File: config.mk
export PLATFORM = sky130hd
export DESIGN_NAME = dep_cell
export DESIGN_NICKNAME = d
export VERILOG_FILES = /design/src/design/dep_pkg.sv /design/src/design/dep_cell.sv
export SDC_FILE = /design/constraint.sdc
export NUM_CORES = 1
export LEC_CHECK = 0
export ABC_AREA = 1
export BUFFER_PORTS_ARGS = -buffer_cell sky130_fd_sc_hd__buf_2
export CELL_PAD_IN_SITES_DETAIL_PLACEMENT = 1
export CELL_PAD_IN_SITES_GLOBAL_PLACEMENT = 1
export CORE_ASPECT_RATIO = 0.6
export CORE_UTILIZATION = 30
export CTS_BUF_LIST = sky130_fd_sc_hd__clkbuf_8
export CTS_CLUSTER_DIAMETER = 50
export DETAILED_ROUTE_END_ITERATION = 6
export GPL_TIMING_DRIVEN = 1
export PLACE_DENSITY = 0.86
export SYNTH_ARGS = -nofsm -noshare
export SYNTH_HDL_FRONTEND = slang
export SYNTH_SLANG_ARGS = --single-unit
File: constraint.sdc
create_clock -name i_clk -period 4.9 [get_ports i_clk]
set_input_delay 0.98 -clock i_clk [delete_from_list [all_inputs] [get_ports i_clk]]
set_output_delay 0.98 -clock i_clk [all_outputs]
set_load 0.02 [all_outputs]
File: src/design/dep_pkg.sv
// ============================================================================
// dep_pkg: shared types and constants of the double-ended priority queue
// Entry slot, broadcast command and action codes used by the cell row.
// ============================================================================
package dep_pkg;

    localparam int KEY_W     = 32;
    localparam int PAY_W     = 32;
    localparam int ACT_W     = 2;
    localparam int COUNT_W   = 7;
    localparam int CAPACITY  = 64;
    localparam int GROUP     = 8;
    localparam int IN_BITS   = ACT_W + KEY_W + PAY_W;
    localparam int IN_DATA_W = ((IN_BITS + 7) / 8) * 8;
    localparam int OUT_BITS  = 1 + KEY_W + PAY_W + COUNT_W;
    localparam int OUT_DATA_W = ((OUT_BITS + 7) / 8) * 8;

    localparam logic [ACT_W-1:0] ACT_INSERT  = 2'd0;
    localparam logic [ACT_W-1:0] ACT_POP_MIN = 2'd1;
    localparam logic [ACT_W-1:0] ACT_POP_MAX = 2'd2;

    typedef struct packed {
        logic                    valid;
        logic signed [KEY_W-1:0] key;
        logic [PAY_W-1:0]        payload;
    } t_slot;

    typedef struct packed {
        logic                    ins;
        logic                    pop_min;
        logic                    pop_max;
        logic signed [KEY_W-1:0] key;
        logic [PAY_W-1:0]        payload;
    } t_cmd;

endpackage

File: src/design/dep_cell.sv
// ============================================================================
// dep_cell: one slot of the sorted cell row
// Holds one entry and shifts it toward either neighbor on insert or pop.
// ============================================================================
module dep_cell (
    input  logic          i_clk,
    input  logic          i_rst_n,
    input  dep_pkg::t_cmd i_cmd,
    input  dep_pkg::t_slot i_prev,
    input  logic          i_prev_keep,
    input  dep_pkg::t_slot i_next,
    output dep_pkg::t_slot o_slot,
    output logic          o_keep
);

    dep_pkg::t_slot r_slot;
    dep_pkg::t_slot n_slot;

    assign o_keep = r_slot.valid && (r_slot.key <= i_cmd.key);
    assign o_slot = r_slot;

    always_comb begin
        n_slot = r_slot;
        if (i_cmd.ins) begin
            if (!o_keep) begin
                if (i_prev_keep) begin
                    n_slot.valid   = 1'b1;
                    n_slot.key     = i_cmd.key;
                    n_slot.payload = i_cmd.payload;
                end else begin
                    n_slot = i_prev;
                end
            end
        end else if (i_cmd.pop_min) begin
            n_slot = i_next;
        end else if (i_cmd.pop_max) begin
            n_slot.valid = r_slot.valid && i_next.valid;
        end
    end

    always_ff @(posedge i_clk) begin
        r_slot.key     <= n_slot.key;
        r_slot.payload <= n_slot.payload;
        if (!i_rst_n) begin
            r_slot.valid <= 1'b0;
        end else begin
            r_slot.valid <= n_slot.valid;
        end
    end

endmodule

Word-level counts from Yosys, hierarchy flattened
Cells that the tools add are included.
{"block": "op_classes", "eq_ne": 1, "magnitude_cmp": 1, "reduce_logical": 6, "muxes": 6}
{"cell": "$mux 65", "n": 3}
{"cell": "$mux 64", "n": 1}
{"cell": "$le 32x32->1", "n": 1}
{"cell": "$reduce_and 2->1", "n": 2}
{"cell": "$reduce_bool 3->1", "n": 1}
{"cell": "$logic_and 1x1->1", "n": 2}
{"cell": "$mux 1", "n": 2}
{"cell": "$ne 2x2->1 const B", "n": 1}
{"cell": "$reduce_bool 2->1", "n": 1}
{"block": "totals", "word_cells": 17, "input_bits": 200, "register_bits": 65}

Logic depth before layout (Yosys ltp)
{"block": "logic_depth", "ltp_word": 4, "depth_mapped": 19}

Worst setup path before layout
Ideal clock, no wire load.
{"block": "synth_path", "kind": "in2reg", "start": "input port i_cmd[63] (netlist bit)", "end": "register r_slot, in the netlist o_slot[0], enable pin", "path_slack_ns": 1.056, "arrival_ns": 3.420, "path_buffers": 0, "stages": 12, "cell_sequence": "inv_1 ha_1 a21oi_1 o21a_1 nand2_1 a21oi_2 nand2_1 nand2_1 nand3_2 nand2_2 nand2_2 nand2_1"}
{"block": "synth_between", "elab_chain_cells": 4}
{"element": "start, declared", "line_no": "dep_cell.sv:8", "text": "input dep_pkg::t_cmd i_cmd,"}
{"element": "$le 32x32->1", "line_no": "dep_cell.sv:19", "text": "assign o_keep = r_slot.valid && (r_slot.key <= i_cmd.key);"}
{"element": "$logic_and 1x1->1", "line_no": "dep_cell.sv:19"}
{"element": "$ne 2x2->1 (no source line)"}
{"element": "$reduce_and 2->1 (no source line)"}
{"element": "end, declared", "line_no": "dep_cell.sv:16", "text": "dep_pkg::t_slot r_slot;"}
No other way between the ends.
A chain may end at the register's enable or synchronous reset.

Final worst setup path
{"block": "layout_path", "start": "input port i_cmd[55] (netlist bit)", "end": "output port o_keep"}
{"block": "layout_between", "elab_chain_cells": 2}
{"element": "$le 32x32->1", "line_no": "dep_cell.sv:19"}
{"element": "$logic_and 1x1->1", "line_no": "dep_cell.sv:19"}
{"element": "end, declared", "line_no": "dep_cell.sv:13", "text": "output logic o_keep"}
No other way between the ends.

==> key figures <==
Timing
  • TNS Setup: 0 ns
  • Crit share post-route: 0.705
  • Highest clock rate: approximately 0.29 GHz
  • Final Hold Vio Count: 0
  • RSZ-0062 raised after global routing: false
  • Worst-Margin Slew: approximately 0.86 ns
  • Setup violators final: 0
  • Setup Skew: roughly 0.0074 ns
  • Max-slew headroom: 0.426
  • Min Clock Period, post-route: ~3.5 ns
  • Max Slew Vio Count: 0

Final layout
  • Nets: between 900 and 1000
  • Max reg flops: 65
  • Util after Layout: 0.439
  • Layout cell share with drive strength beyond 1: 0.390
  • Inserted Diodes: 0
  • Post-route cell area: 0.00579 mm2
  • Layout area overhead: 39.3%

Setup path
  • CP top delay family: compound AO/OA/AOI/OAI gates
  • Critical path capture point type: output port
  • Crit path buffers/inverters: 4
  • Worst setup path startpoint: i_cmd[55]
  • Worst setup endpoint: o_keep
  • CP peak stage delay: between 0.2 and 0.3 ns
  • Slowest-stage cell, CP: ha_1
  • WP depth: 13
  • Crit path DAT: 2.48 ns
  • R2R cell count: 12
  • CP Class: input pin to output port
  • Crit-path cells: buf_2 > inv_1 > ha_1 > a21oi_1 > o21a_1 > nand2_1 > a21oi_2 > nand2_1 > nand2_1 > nand3_2 > nand2_2 > inv_1 > buf_2
  • Worst r2r dst: o_slot[28]$_DFFE_PP_
  • CP Launch Type: input pin
  • WP data required: 3.92 ns
  • Reg-to-reg slack, setup: about 2.1 ns
  • R2r startpoint: o_slot[63]$_DFFE_PP_
  • CP dominant cell by count: nand2_1
  • Worst-path maximum fanout: 2

Pwr
  • Worst VDD drop: 0.0947 mV
  • P per Cell Area: about 280 mW/mm2
  • Leak pwr: 2.90 nW

Drt
  • Vias: 4442
  • 1st-iter DRT viols: between 150 and 200
  • Met1 Routed Length: roughly 6600 um
  • Routed length per instance: 15.5 um
  • Met2 routed WL: approximately 7000 um
  • Via/cell ratio: 4.74
  • Top sig layer: met4
  • Detailed Routing Iterations Pass 1: 4
  • Post-DRT Antenna Nets: 0
  • Met3 wire len: between 800 and 900 um
  • Drt total wl: 14500 um
  • Residual DRC: 0

Global route
  • Initial antenna violation count: 0
  • Aggregate global routing overflow: 0
  • First-pass GRT wire length: 22700 um
  • Largest net degree at the start of global routing: 67
  • Vias in the first global route: roughly 4500
  • GRT Util Overall: 0.203

Worst hold path
  • HP Class: register to register

Yosys
  • Leading area contributor after synthesis: edfxtp_1
  • FF+latch count, synth: 65
  • Area contributors post-synth: edfxtp_1 (46%), o21ai_0 (15%), ha_1 (9.6%)
  • Post-synth ARST share: 0
  • Register area share after synthesis: 0.467
  • Warnings, synthesis: 0
  • Post-synth top area share: 0.463
  • Cell Area, Synth: 0.00416 mm2
  • Top FF cell, synth: edfxtp_1
  • Number of synthesized flops with an enable pin: 64
  • Syn Nets: between 700 and 800
  • Count leader, synth: o21ai_0
  • Synth unique cells: 26
  • Mean post-synth cell area: 8.16 um2
  • Most frequent cells after synthesis: o21ai_0 (121), nand2_1 (105), nor2_1 (72)
  • Synthesized netlist cell count: 509

Clock network
  • Maximum clock insertion buffer count: 2
  • Clk slew on worst S/H paths: 0.07 ns
  • Post-CTS Hold Buffers: 0
  • CTS tree: built
  • Clock Sink Count: 65
  • Cts repair resizes: 0
  • H-tree Lvls: 3
  • Num CTS Buffers: 9
  • Clk Latency, worst-skew pair: 0.33 ns
  • Clock root cell: clkbuf_8
  • Postcts setup bufs: 0

Floorplan
  • Ports: 266
  • Die Y: slightly above 90 um
  • Starting Density: 0.315
  • Core Region: about 0.013 mm2
  • Die width: 154 um
  • Num rows: 32
  • Die area: 0.0143 mm2

Placed design
  • Placer congestion estimate: 0.767
  • Port bufs: approximately 270
  • Hpwl dp: approximately 11000 um
  • Post-DP Area: 0.00561 mm2

Outcome
  • Status: completed

Job
  • Max cap viols: 0
placed cells by master (no fill, tap or decap), types with 5 or more instances in the layout:
master	n
a21oi_1	13
buf_2	265
buf_4	5
clkbuf_8	9
edfxtp_1	64
ha_1	32
inv_1	39
inv_2	5
nand2_1	104
nand2_2	6
nor2_1	72
o21ai_0	121
o21ai_1	11
power by group:
group | switching, W | leakage [nW] | internal (W)
Combinational | 0.000287 | 2.16 | 0.000173
Clock | 0.000201 | 0.0951 | 0.000225
Sequential | 0.0000252 | 0.648 | 0.000692
Total | 0.000514 | 2.90 | 0.00109
how the worst min path moves through the flow:
stage,start,to,slack [ns],cells past startpoint
detailed placement,o_slot[64]$_SDFFE_PN0P_,o_slot[64]$_SDFFE_PN0P_,0.64,4
finish,o_slot[64]$_SDFFE_PN0P_,o_slot[64]$_SDFFE_PN0P_,0.64,4
global placement,o_slot[64]$_SDFFE_PN0P_,o_slot[64]$_SDFFE_PN0P_,0.61,4
global route,o_slot[64]$_SDFFE_PN0P_,o_slot[64]$_SDFFE_PN0P_,0.70,4
CTS,o_slot[64]$_SDFFE_PN0P_,o_slot[64]$_SDFFE_PN0P_,0.66,4
floorplan,o_slot[64]$_SDFFE_PN0P_,o_slot[64]$_SDFFE_PN0P_,0.66,4
per-stage QoR:
stage | power (W) | setup slack [ns] | hold WS, ns | cells
3_3_place_gp | 0.00118 | 1.39 | 0.615 | 922
5_1_grt | 0.00171 | 1.23 | 0.700 | 937
3_5_place_dp | 0.00120 | 1.32 | 0.644 | 922
4_1_cts | 0.00163 | 1.39 | 0.658 | 937
6_report | 0.00160 | 1.44 | 0.645 | 937
2_1_floorplan | 0.000987 | 1.06 | 0.663 | 509
area by class of cell:
class	count	area, um2
inverters	44	165
multi-input cells	373	1930
fillers	1707	7380
clock inverters	6	51.3
repair buffers	270	1360
well taps	170	213
clock buffers	9	124
flip-flops and latches	65	1940
worst reg2reg max path: cells and delay by family, from the launching register on:
| kind | cells | cell delay [ns] |
|---|---|---|
| adders and majority gates | 1 | 0.41 |
| buffers and inverters | 1 | 0.68 |
| DFF | 1 | 0.43 |
| and+or+nand+nor | 10 | 0.92 |
metal layers:
metal,vias up,global-route usage
li1,2227,-
met1,2063,0.253
met2,145,0.361
met3,7,0.0510
met4,0,0.0342
met5,-,0
logic make-up after synthesis:
kind of cell	Yosys count	synth area share
AOI/OAI and AO/OA	151	0.186
adders and majority gates	32	0.0964
DFF	65	0.467
and+or+nand+nor	190	0.182
buffers and inverters	71	0.0687
Note: power is estimated with default switching activity, not from simulation.
